File: config.mk
export PLATFORM = sky130hd
export DESIGN_NAME = sequenced_decimal_frame_receiver
export DESIGN_NICKNAME = d
export VERILOG_FILES = /design/src/hw/rtl/sdfr_pkg.sv /design/src/hw/rtl/sdfr_in_stage.sv /design/src/hw/rtl/sdfr_core.sv /design/src/hw/rtl/sdfr_out_stage.sv /design/src/hw/rtl/sequenced_decimal_frame_receiver.sv
export VERILOG_INCLUDE_DIRS = /design/src /design/src/hw/rtl
export SDC_FILE = /design/constraint.sdc
export NUM_CORES = 1
export LEC_CHECK = 0
export ABC_AREA = 1
export ABC_CLOCK_PERIOD_IN_PS = 5070
export BUFFER_PORTS_ARGS = -buffer_cell sky130_fd_sc_hd__buf_4
export CAP_MARGIN = 25
export CORE_ASPECT_RATIO = 0.7
export CORE_MARGIN = 1
export CORE_UTILIZATION = 60
export CTS_BUF_LIST = sky130_fd_sc_hd__clkbuf_8
export DETAILED_ROUTE_END_ITERATION = 6
export PLACE_DENSITY = 0.8
export SYNTH_ARGS = -nofsm -noshare
export SYNTH_HDL_FRONTEND = slang
export SYNTH_SLANG_ARGS = --single-unit
File: constraint.sdc
create_clock -name clk -period 5.07 [get_ports clk]
set_input_delay 0.7605 -clock clk [delete_from_list [all_inputs] [get_ports clk]]
set_output_delay 0.7605 -clock clk [all_outputs]
set_load 0.02 [all_outputs]
File: src/hw/rtl/assert_macros.svh
// concurrent assertion helpers for the frame receiver
`ifndef ASSERT_MACROS_SVH
`define ASSERT_MACROS_SVH

`ifndef NO_ASSERTIONS

// expression holds at every clock edge out of reset
`define ASSERT_HOLDS(label, clk, rst, expr) \
  label: assert property (@(posedge clk) disable iff (rst) (expr)) \
    else $error("frame receiver: invariant broken");

// antecedent implies consequent in the same cycle
`define ASSERT_SAME(label, clk, rst, ante, cons) \
  label: assert property (@(posedge clk) disable iff (rst) (ante) |-> (cons)) \
    else $error("frame receiver: implication broken");

// antecedent implies consequent in the next cycle
`define ASSERT_NEXT(label, clk, rst, ante, cons) \
  label: assert property (@(posedge clk) disable iff (rst) (ante) |=> (cons)) \
    else $error("frame receiver: next-cycle check broken");

`else

`define ASSERT_HOLDS(label, clk, rst, expr)
`define ASSERT_SAME(label, clk, rst, ante, cons)
`define ASSERT_NEXT(label, clk, rst, ante, cons)

`endif

`endif

File: src/hw/rtl/sdfr_pkg.sv
package sdfr_pkg;

  localparam int BYTE_W  = 8;
  localparam int VALUE_W = 14;
  localparam int SEQ_W   = 8;
  localparam int EXP_W   = 7;
  localparam int LOSS_W  = 16;
  localparam int POS_W   = 4;

  localparam logic [BYTE_W-1:0]  START_BYTE      = 8'h80;
  localparam logic [BYTE_W-1:0]  DIGIT_ONE       = 8'h31;
  localparam logic [BYTE_W-1:0]  DIGIT_NINE      = 8'h39;
  localparam logic [EXP_W-1:0]   SEQ_WRAP        = 7'h7F;
  localparam logic [LOSS_W-1:0]  LOSS_MAX        = 16'hFFFF;
  localparam logic [SEQ_W-1:0]   GAP_LIMIT_RESET = 8'd10;

  // byte positions inside a frame
  localparam logic [POS_W-1:0] POS_IDLE      = 4'd0;
  localparam logic [POS_W-1:0] POS_SEQ       = 4'd1;
  localparam logic [POS_W-1:0] POS_CMD_LAST  = 4'd5;
  localparam logic [POS_W-1:0] POS_LAST      = 4'd9;

  typedef enum logic [2:0] {
    ST_TAKEN = 3'd0,
    ST_DONE  = 3'd1,
    ST_LOST  = 3'd2,
    ST_STRAY = 3'd3,
    ST_FATAL = 3'd4
  } status_t;

  typedef struct packed {
    status_t             status;
    logic [VALUE_W-1:0]  command_value;
    logic [VALUE_W-1:0]  duration_value;
    logic [SEQ_W-1:0]    frame_sequence;
    logic [LOSS_W-1:0]   loss_total;
  } result_t;

endpackage

File: src/hw/rtl/sdfr_in_stage.sv
module sdfr_in_stage
  import sdfr_pkg::*;
(
  input  logic              clk,
  input  logic              rst,
  input  logic              in_valid,
  output logic              in_stall,
  input  logic [BYTE_W-1:0] rx_byte,
  input  logic              take,
  output logic              held_valid,
  output logic [BYTE_W-1:0] held_byte
);

  logic accept;

  assign in_stall = held_valid && !take;
  assign accept   = in_valid && !in_stall;

  always_ff @(posedge clk) begin
    if (rst) begin
      held_valid <= 1'b0;
    end else if (accept) begin
      held_valid <= 1'b1;
    end else if (take) begin
      held_valid <= 1'b0;
    end
  end

  always_ff @(posedge clk) begin
    if (accept) begin
      held_byte <= rx_byte;
    end
  end

endmodule

File: src/hw/rtl/sdfr_core.sv
`include "assert_macros.svh"

module sdfr_core
  import sdfr_pkg::*;
(
  input  logic              clk,
  input  logic              rst,
  input  logic              take,
  input  logic [BYTE_W-1:0] rx_byte,
  input  logic [SEQ_W-1:0]  limit,
  output result_t           result
);

  logic [POS_W-1:0]   position, position_next;
  logic [SEQ_W-1:0]   seen_seq, seen_seq_next;
  logic [EXP_W-1:0]   expected, expected_next;
  logic [VALUE_W-1:0] cmd_acc, cmd_acc_next;
  logic [VALUE_W-1:0] dur_acc, dur_acc_next;
  logic [LOSS_W-1:0]  loss, loss_next;

  logic [3:0]         digit;
  logic [VALUE_W-1:0] cmd_step, dur_step;
  logic [SEQ_W-1:0]   gap;
  logic [SEQ_W-1:0]   loss_add;
  logic [LOSS_W:0]    loss_sum;
  logic [EXP_W-1:0]   seq_inc;

  // anything outside '1'..'9' decodes as zero
  assign digit = (rx_byte >= DIGIT_ONE && rx_byte <= DIGIT_NINE) ? rx_byte[3:0] : 4'd0;

  // times ten as two shifts
  assign cmd_step = {cmd_acc[VALUE_W-4:0], 3'b000} + {cmd_acc[VALUE_W-2:0], 1'b0}
                    + {{(VALUE_W-4){1'b0}}, digit};
  assign dur_step = {dur_acc[VALUE_W-4:0], 3'b000} + {dur_acc[VALUE_W-2:0], 1'b0}
                    + {{(VALUE_W-4){1'b0}}, digit};

  assign gap      = seen_seq - {1'b0, expected};
  assign loss_sum = {1'b0, loss} + {{(LOSS_W+1-SEQ_W){1'b0}}, loss_add};
  assign seq_inc  = seen_seq[EXP_W-1:0] + 7'd1;

  always_comb begin
    position_next = position;
    seen_seq_next = seen_seq;
    expected_next = expected;
    cmd_acc_next  = cmd_acc;
    dur_acc_next  = dur_acc;
    loss_add      = '0;
    result        = '0;
    result.status = ST_TAKEN;

    if (rx_byte == START_BYTE) begin
      if (position != POS_IDLE) begin
        loss_add      = 8'd1;
        result.status = ST_LOST;
      end
      position_next = POS_SEQ;
      cmd_acc_next  = '0;
      dur_acc_next  = '0;
    end else if (position == POS_IDLE || position > POS_LAST) begin
      loss_add      = 8'd1;
      position_next = POS_IDLE;
      result.status = ST_STRAY;
    end else begin
      if (position == POS_SEQ) begin
        seen_seq_next = rx_byte;
      end else if (position <= POS_CMD_LAST) begin
        cmd_acc_next = cmd_step;
      end else begin
        dur_acc_next = dur_step;
      end
      position_next = position + 4'd1;

      // tenth byte closes the frame
      if (position == POS_LAST) begin
        position_next         = POS_IDLE;
        result.frame_sequence = seen_seq;
        if (gap >= limit) begin
          result.status = ST_FATAL;
        end else begin
          loss_add              = gap;
          result.status         = ST_DONE;
          result.command_value  = cmd_acc;
          result.duration_value = dur_step;
          expected_next         = (seq_inc == SEQ_WRAP) ? '0 : seq_inc;
        end
      end
    end

    loss_next         = loss_sum[LOSS_W] ? LOSS_MAX : loss_sum[LOSS_W-1:0];
    result.loss_total = loss_next;
  end

  always_ff @(posedge clk) begin
    if (rst) begin
      position <= POS_IDLE;
      seen_seq <= '0;
      expected <= '0;
      cmd_acc  <= '0;
      dur_acc  <= '0;
      loss     <= '0;
    end else if (take) begin
      position <= position_next;
      seen_seq <= seen_seq_next;
      expected <= expected_next;
      cmd_acc  <= cmd_acc_next;
      dur_acc  <= dur_acc_next;
      loss     <= loss_next;
    end
  end

  `ASSERT_HOLDS(a_position_range, clk, rst, position <= POS_LAST)
  `ASSERT_HOLDS(a_expected_wrap, clk, rst, expected != SEQ_WRAP)
  `ASSERT_NEXT(a_loss_monotonic, clk, rst, 1'b1, loss >= $past(loss))
  `ASSERT_SAME(a_done_at_last, clk, rst, take && result.status == ST_DONE,
               position == POS_LAST)

endmodule

File: src/hw/rtl/sdfr_out_stage.sv
module sdfr_out_stage
  import sdfr_pkg::*;
(
  input  logic    clk,
  input  logic    rst,
  input  logic    load,
  input  result_t result,
  output logic    out_free,
  output logic    out_valid,
  input  logic    out_stall,
  output result_t held
);

  assign out_free = !out_valid || !out_stall;

  always_ff @(posedge clk) begin
    if (rst) begin
      out_valid <= 1'b0;
    end else if (out_free) begin
      out_valid <= load;
    end
  end

  always_ff @(posedge clk) begin
    if (load && out_free) begin
      held <= result;
    end
  end

endmodule

File: src/hw/rtl/sequenced_decimal_frame_receiver.sv
// Frame receiver for 10-byte decimal command frames (start byte 0x80, sequence
// byte, four command digits, four duration digits). One byte is taken every
// clock cycle while in_stall is low, and every byte gives one result beat: it
// passes through the input register, then through the decode into the result
// register. The decode is a single pass over the frame state registers, which
// are updated once per byte. While a result beat waits, the input register
// still takes one more byte; in_stall rises only when both registers are full
// and out_stall is high. The gap limit is written through the cfg channel
// (cfg_ready is always high) and should be changed only while no byte is in
// flight.
module sequenced_decimal_frame_receiver
  import sdfr_pkg::*;
(
  input  logic               clk,
  input  logic               rst,
  input  logic               cfg_valid,
  output logic               cfg_ready,
  input  logic [SEQ_W-1:0]   gap_limit,
  input  logic               in_valid,
  output logic               in_stall,
  input  logic [BYTE_W-1:0]  rx_byte,
  output logic               out_valid,
  input  logic               out_stall,
  output logic [2:0]         status,
  output logic [VALUE_W-1:0] command_value,
  output logic [VALUE_W-1:0] duration_value,
  output logic [SEQ_W-1:0]   frame_sequence,
  output logic [LOSS_W-1:0]  loss_total
);

  logic [SEQ_W-1:0]  limit;
  logic              held_valid;
  logic [BYTE_W-1:0] held_byte;
  logic              out_free;
  logic              take;
  result_t           result;
  result_t           held;

  assign cfg_ready = 1'b1;
  assign take      = held_valid && out_free;

  always_ff @(posedge clk) begin
    if (rst) begin
      limit <= GAP_LIMIT_RESET;
    end else if (cfg_valid && cfg_ready) begin
      limit <= gap_limit;
    end
  end

  sdfr_in_stage u_in (
    .clk        (clk),
    .rst        (rst),
    .in_valid   (in_valid),
    .in_stall   (in_stall),
    .rx_byte    (rx_byte),
    .take       (take),
    .held_valid (held_valid),
    .held_byte  (held_byte)
  );

  sdfr_core u_core (
    .clk     (clk),
    .rst     (rst),
    .take    (take),
    .rx_byte (held_byte),
    .limit   (limit),
    .result  (result)
  );

  sdfr_out_stage u_out (
    .clk       (clk),
    .rst       (rst),
    .load      (take),
    .result    (result),
    .out_free  (out_free),
    .out_valid (out_valid),
    .out_stall (out_stall),
    .held      (held)
  );

  assign status         = held.status;
  assign command_value  = held.command_value;
  assign duration_value = held.duration_value;
  assign frame_sequence = held.frame_sequence;
  assign loss_total     = held.loss_total;

endmodule
# == After elaboration in Yosys (flattened, before gate mapping) ==
# Index checks and enable logic that the tools add are counted.
# totals
regBits,135
elab_cells,87
out_inout_bits,58
# classes
reduce_logical,21
muxes,27
n_lt_le_gt_ge,5
add_sub_neg,8
n_eq_ne,7
n_bitwise,4
# ops
cell,count
$mux W14,4
$mux W13,4
$mux W39,1
$mux W8,4
$add A14 B14 Y14,2
$add A14 B4 Y14,2
$mux W28,1
$add A16 B8 Y17,1
$mux W16,1
$mux W4,4
$reduce_and A4 Y1,3
$mux W3,3
$eq A8 B8 Y1 const B,1
$ge A8 B6 Y1 const B,1
$ge A8 B8 Y1,1
$le A8 B6 Y1 const B,1
$sub A8 B7 Y8,1
$add A7 B1 Y7 const B,1
$eq A7 B7 Y1 const B,1
$mux W7,1
$ne A2 B1 Y1 const B,3
$logic_and A1 B1 Y1,5
$reduce_and A5 Y1,1
$add A4 B1 Y4 const B,1
14 further kinds,24

# == Longest topological paths before layout ==
# Gate-level depths: netlist of the first run.
# depth
depth_word,8
mapped_depth,31
ltp_nobuf,30

# == Cells and area by module ==
# A second synthesis of the first run with hierarchy kept.
# hier_totals
hier_cells,1068
area_unflattened_um2,8142.8
# by_module_without_submodules
mod,cells_each,seq_area_each_um2,area_per_inst_um2,n_inst
sdfr_core,942,1241.2,5825.6,1
sdfr_out_stage,60,1671.6,1695.4,1
sequenced_decimal_frame_receiver,51,160.2,335.3,1
sdfr_in_stage,15,260.2,286.5,1

# == Worst setup path after synthesis of the first run ==
# No wires, ideal clock.
# synth_timing
kind,flip-flop to flip-flop
from,reg u_core.seen_seq[0]
to,"reg, netlist name u_out.held[13]"
slack_ns,0.999
setup_time_ns,0.259
t_required_ns,4.811
stages_incl_launch_ff,27
t_arrival_ns,3.812
synth_period_minus_slack_ns,4.071
path_cell_list,dfxtp_1 -> inv_1 -> ha_1 -> inv_1 -> fa_1 -> nand3_1 -> nand3_1 -> a21oi_1 -> o21bai_1 -> xor2_1 -> inv_1 -> ha_1 -> nand2_1 -> nor2_1 -> nor3_4 -> and2_1 -> nand2_2 -> buf_2 -> nor2_1 -> fa_1 -> nand2_1 -> nand3_1 -> nand4_1 -> nand2_1 -> nand2_2 -> buf_6 -> nand3_1
# synth_lines
element,line_no,rtl
start: declaration,sdfr_core.sv:15,"logic [SEQ_W-1:0] seen_seq, seen_seq_next;"
start signal: assignment,sdfr_core.sv:103,seen_seq <= seen_seq_next;

==> flow_summary.toml, run 1 <==
[status]
status = "finished clean"

[grt]
grt_pass1_wl_mm = 29.6
grt_pass1_vias = 6217
grt_max_degree = 42
grt.total_usage_pct = 26.8
grt_overflow = 0
antenna_found_initial = 0

[synth]
synth_top_cell_by_area = "edfxtp_1"
synth_area_per_cell_um2 = 7.81
synth_area_leaders = "edfxtp_1 (23%), dfxtp_1 (18%), nand2_1 (11%)"
synth.most_common_cell = "nand2_1"
synth-seq-area-share_pct = 41.0
ys_warn_count = 0
ys_ff_latch = 135
synth-edff-count = 63
netlist_area_um2 = 8130
yosys_most_used_dff = "dfxtp_1"
synth_fp_nets = 1136
async_flop_share_pct = 0
syn_inst = 1040
yosysUniqueCellTypes = 48
synth_top_area_share_pct = 23.3
synth_common_cells = "nand2_1 (242), inv_1 (160), nor2_1 (124), a21oi_1 (82), dfxtp_1 (72)"

[worst_setup_path]
ff2ff_setup_slack_ps = 500
required_ps = 5270
reg2reg_from = "u_core.seen_seq[0]$_SDFFE_PP0P_"
rr_worst_depth = 26
crit_slowest_cell = "fa_1"
crit_arrival_ps = 4760
reg2reg_to = "u_out.held[11]$_DFFE_PP_"
crit_start = "u_core.seen_seq[0]$_SDFFE_PP0P_"
max_stage_delay_ps = 400
crit_end = "u_out.held[11]$_DFFE_PP_"
worstSetupPathType = "reg2reg"
cp-end-kind = "register"
cp_max_fo = 11
startpoint_type = "register"

[pwr]
irDropWorstVdd_mv = 0.232
p_per_area_nw_per_um2 = 257
power_uw = 2380
p_leak_uw = 0.00451
p_int_uw = 1800
combPwrFrac_pct = 8.6
p_sw_uw = 582
p_sw_share_pct = 24.4
p_seq_share_pct = 50.5
clkPwrFrac_pct = 40.8

[final_layout]
antennaDiodeCount = 0
drive_above_1_share_pct = 13.6
nets = 1215
syn_to_final_growth_pct = 14.2

[clocking]
h-tree-depth = 4
cts_buffers = 17
ctsLongestPathBuffers = 2
clockRootBuffer = "clkbuf_8"
clock_latency_ps = 450
cts_tree = "done"
cts.sinks = 135
clk_pin_slew_worst_paths_ps = 80

[timing]
fin_worst_skew_ps = 7.05
hold_viol_final = 0
slew_viol_final = 0
grt_setup_unrepaired = "no"
tightestPinTransition_ps = 1000
fin_crit_sh_pct = 90.1
tns_ps = 0
finalSetupViolCount = 0
relSlewSlack_pct = 33.1
min_period_ps = 4570
clock.fmax_mhz = 219

[run]
max-cap-violations = 0

[route]
drc = 0
drt-total-wl_mm = 17.7
drtIter0Drc = 512
drtPass1Iterations = 7
vias_per_cell = 5.22
antenna_left = 0
via_count = 6874
wl_per_cell_um = 13.5

[floorplan]
die_h_um = 99.4
chipWidth_um = 141
die_area_um2 = 14000
start_util_pct = 61.6
ios = 79
row_count = 35
core_area_um2 = 13200

[place]
routabilityCongestion = 0.924
hpwl_mm = 12.7
io_buffers = 77

[hold_path]
hold_class = "reg2reg"
## power by group through the flow
stage	clock network [µW]	logic, µW	registers (µW)
final	973	205	1200
after global routing	1030	227	1210
after detailed placement	0	204	1230
after floorplan	0	110	1250
after global placement	0	200	1230
after CTS	982	205	1200
## routing by layer
| metal | global-route usage (%) | vias up | wire length [µm] |
|---|---|---|---|
| li1 | - | 3504 | - |
| met3 | 6.21 | 23 | 1030 |
| met1 | 39.6 | 3154 | 9080 |
| met4 | 7.44 | 0 | 195 |
| met5 | 0 | - | 0 |
| met2 | 39.1 | 193 | 7420 |
## registers in the layout, summed over array words and instances (netlist names)
| register | cells |
|---|---|
| limit | 8 |
| u_core.cmd_acc | 14 |
| u_core.dur_acc | 13 |
| u_core.expected | 7 |
| u_core.loss | 16 |
| u_core.position | 4 |
| u_core.seen_seq | 8 |
| u_in.held_byte | 8 |
| u_in.held_valid | 1 |
| u_out.held | 55 |
| u_out.out_valid | 1 |
## critical path: cells and delay by family (launching register included)
kind                       cells  cell delay (ps)
AOI/OAI and AO/OA              3              320
DFF                            1              330
buffers and inverters          4              450
adders and majority gates      5             1460
xor gates and xnor gates       1              180
and+or+nand+nor               13             1590
## worst min-delay path by stage
stage / startpoint / to / cells past startpoint
floorplan: limit[2]$_SDFFE_PP0P_ / limit[2]$_SDFFE_PP0P_ / 2
global placement: u_core.cmd_acc[13]$_SDFFE_PP0P_ / u_core.cmd_acc[13]$_SDFFE_PP0P_ / 2
detailed placement: limit[4]$_SDFFE_PP0P_ / limit[4]$_SDFFE_PP0P_ / 2
CTS: rx_byte[7] / u_in.held_byte[7]$_DFFE_PP_ / 1
global route: rx_byte[7] / u_in.held_byte[7]$_DFFE_PP_ / 1
finish: limit[5]$_SDFFE_PP0P_ / limit[5]$_SDFFE_PP0P_ / 2
## repair_timing
| item | in CTS | in global routing |
|---|---|---|
| buffers inserted | 0 | 2 |
| endpoints found under the setup margin | 0 | 14 |
| gates resized for setup | 0 | 1 |
| hold buffers | 0 | 0 |
## cell type report
| class | instances | area [µm²] |
|---|---|---|
| tap | 185 | 231 |
| clock inverter | 14 | 184 |
| clock buffer | 18 | 248 |
| sequential | 135 | 3330 |
| multi-input combinational | 715 | 4030 |
| inverter | 167 | 632 |
| timing repair buffer | 83 | 623 |
| fill | 1064 | 3900 |
## placed cells by master, fill, tap and decap left out, types with 4 or more instances in the layout
cell type | synthesis | layout
inv_1 | 160 | 162
nand3_1 | 60 | 60
ha_1 | 69 | 69
bufinv_16 | 0 | 4
edfxtp_1 | 63 | 63
nand2_2 | 7 | 6
a21oi_1 | 82 | 82
nand2_1 | 242 | 242
nand4_1 | 11 | 11
xor2_1 | 16 | 16
nor3_1 | 6 | 6
xnor2_1 | 5 | 5
clkinvlp_4 | 0 | 4
fa_1 | 6 | 6
buf_4 | 3 | 83
nor2_1 | 124 | 124
nand2_4 | 3 | 4
o21ai_0 | 39 | 39
or2_2 | 5 | 5
nand3_2 | 4 | 4
inv_2 | 5 | 6
clkbuf_8 | 1 | 18
dfxtp_1 | 72 | 72
nor2_2 | 4 | 4
## through the flow
| step | std cells | util, % | cell area (µm²) | hold slack, ps | setup WS [ps] |
|---|---|---|---|---|---|
| finish | 1317 | 70.4 | 9280 | 470 | 501 |
| CTS | 1315 | 70.2 | 9260 | 468 | 338 |
| global route | 1317 | 70.4 | 9280 | 462 | 27.4 |
| detailed placement | 1283 | 67.0 | 8830 | 460 | 406 |
| global placement | 1283 | 67.0 | 8830 | 454 | 635 |
| floorplan | 1040 | - | 8130 | 439 | 999 |
## logic make-up after synthesis
kind of cell / count (synthesis) / share of synthesized area (%)
buffers and inverters: 190 / 9.49
adder cells (fa/ha/maj): 75 / 12.1
other: 1 / 0.0462
XOR/XNOR: 21 / 2.26
flip-flops: 135 / 41.0
AND/OR/NAND/NOR: 481 / 26.0
AO/OA/AOI/OAI: 137 / 9.07
(Power assumes the default switching activity.)
==> run 2: changes to the inputs <==
- CORE_MARGIN: 1 -> 4
- CTS_BUF_LIST: sky130_fd_sc_hd__clkbuf_8 -> sky130_fd_sc_hd__clkbuf_4
==> run 2 against run 1 <==
Highest routed layer unchanged. Critical endpoint is now u_core.loss[4]$_SDFFE_PP0P_. Critical path depth up 2. Clock power fell by 13%. Largest power group unchanged. Maximum frequency shrank 1.1%. Worst setup slack got worse by 49 ps.
==> flow_summary.toml, run 2 (synthesis results as in run 1) <==
[route]
drt-total-wl_mm = 18.2
antenna_left = 0
drtPass1Iterations = 5
via_count = 6890
drc = 0
vias_per_cell = 5.24
wl_per_cell_um = 13.9
drtIter0Drc = 504

[timing]
min_period_ps = 4620
grt_setup_unrepaired = "no"
tns_ps = 0
tightestPinTransition_ps = 1030
hold_viol_final = 0
finalSetupViolCount = 0
fin_crit_sh_pct = 91.1
slew_viol_final = 0
fin_worst_skew_ps = 27.5
relSlewSlack_pct = 31.0
clock.fmax_mhz = 217

[final_layout]
nets = 1213
final_cell_mix = "nand2_1 (242), inv_1 (159), nor2_1 (124), a21oi_1 (82), buf_4 (81)"
top_regs = "u_out.held: 55 flops, u_core.loss: 16 flops, u_core.cmd_acc: 14 flops"
final_cells = 1315
finish.utilization_pct = 69.4
final_common_cell = "nand2_1"
antennaDiodeCount = 0
largest_reg_flops = 55
drive_above_1_share_pct = 13.4
fill_cells = 1125
top_register = "u_out.held"
syn_to_final_growth_pct = 13.0

[hold_path]
min_from = "rx_byte[7]"
hold_class = "in2reg"
min_path_cells = 1
hold_end = "u_in.held_byte[7]$_DFFE_PP_"

[worst_setup_path]
rr_worst_depth = 28
reg2reg_to = "u_core.loss[4]$_SDFFE_PP0P_"
max_stage_delay_ps = 400
crit_buf_inv = 6
reg2reg_from = "u_core.seen_seq[0]$_SDFFE_PP0P_"
startpoint_type = "register"
ff2ff_setup_slack_ps = 450
cp-end-kind = "register"
path_depth = 28
required_ps = 5510
worstSetupPathType = "reg2reg"
crit_slowest_cell = "fa_1"
cp_max_fo = 19
path_common_cell = "inv_1"
crit_arrival_ps = 5060
critPathTopFamily = "simple AND/OR/NAND/NOR gates"

[clocking]
h-tree-depth = 4
clockRootBuffer = "clkbuf_4"
postCtsResizedCells = 0
cts.sinks = 135
postCtsSetupBuffers = 0
holdBufCountCts = 0
cts_buffers = 17
clk_pin_slew_worst_paths_ps = 120
ctsLongestPathBuffers = 2
clock_latency_ps = 540
cts_tree = "done"

[pwr]
irDropWorstVdd_mv = 0.147
p_leak_uw = 0.00446
p_per_area_nw_per_um2 = 246

[floorplan]
ios = 79
start_util_pct = 61.4
die_h_um = 105
core_area_um2 = 13200
chipWidth_um = 147
die_area_um2 = 15500
row_count = 35

[place]
hpwl_mm = 13.2
routabilityCongestion = 0.950
io_buffers = 77
placed_cells = 1283

[grt]
grt_overflow = 0
use_met2_pct = 34.6
grt.total_usage_pct = 23.8
met3_usage_pct = 4.73
top_usage_layer = "met1"
use_met1_pct = 36.0
grt_pass1_vias = 6365
antenna_found_initial = 0
grt_max_degree = 42
grt_pass1_wl_mm = 30.2

[run]
max-cap-violations = 0

[status]
status = "finished clean"
==> run 2: worst max-delay path by stage <==
stage,startpoint,endpoint,slack [ps]
2_1_floorplan,u_core.seen_seq[0]$_SDFFE_PP0P_,u_out.held[13]$_DFFE_PP_,1000
3_3_place_gp,u_core.seen_seq[0]$_SDFFE_PP0P_,u_core.loss[4]$_SDFFE_PP0P_,540
3_5_place_dp,u_core.seen_seq[0]$_SDFFE_PP0P_,u_core.loss[4]$_SDFFE_PP0P_,330
4_1_cts,u_core.seen_seq[0]$_SDFFE_PP0P_,u_core.loss[4]$_SDFFE_PP0P_,310
5_1_grt,u_core.seen_seq[0]$_SDFFE_PP0P_,u_core.loss[4]$_SDFFE_PP0P_,30
6_report,u_core.seen_seq[0]$_SDFFE_PP0P_,u_core.loss[4]$_SDFFE_PP0P_,450
==> run 2: worst register-to-register path, delay by kind of cell (launching register included) <==
family | cells | cell delay (ps)
flops | 1 | 340
simple gates | 12 | 1550
compound gates | 5 | 810
fa+ha+maj | 4 | 1190
buf+inv | 6 | 450
xor+xnor | 1 | 190
==> run 2: metal layers <==
layer | vias to the layer above | routed length, µm
met1 | 3122 | 9050
met5 | - | 0
met4 | 0 | 259
li1 | 3507 | -
met2 | 230 | 7720
met3 | 31 | 1190
==> run 2: per-stage QoR <==
| stage | power, µW | cell area [µm²] | setup WS (ps) | hold slack (ps) |
|---|---|---|---|---|
| 6_report | 2260 | 9180 | 453 | 406 |
| 2_1_floorplan | 1360 | 8130 | 999 | 439 |
| 4_1_cts | 2270 | 9170 | 313 | 369 |
| 3_5_place_dp | 1430 | 8830 | 326 | 462 |
| 5_1_grt | 2340 | 9180 | 31.9 | 358 |
| 3_3_place_gp | 1430 | 8830 | 545 | 456 |
==> run 2: final cells by class <==
type                            instances  area (µm²)  share of cell area, %
Tap cell                              185         231                   2.52
Clock inverter                         14         206                   2.25
Sequential cell                       135        3330                   36.3
Timing Repair Buffer                   81         608                   6.63
Inverter                              167         632                   6.88
Clock buffer                           18         135                   1.47
Multi-Input combinational cell        715        4030                   43.9
==> run 2: power by group <==
group	total, µW	switching (µW)	internal, µW
logic	208	133	74.7
clock network	845	402	443
registers	1200	23.7	1180
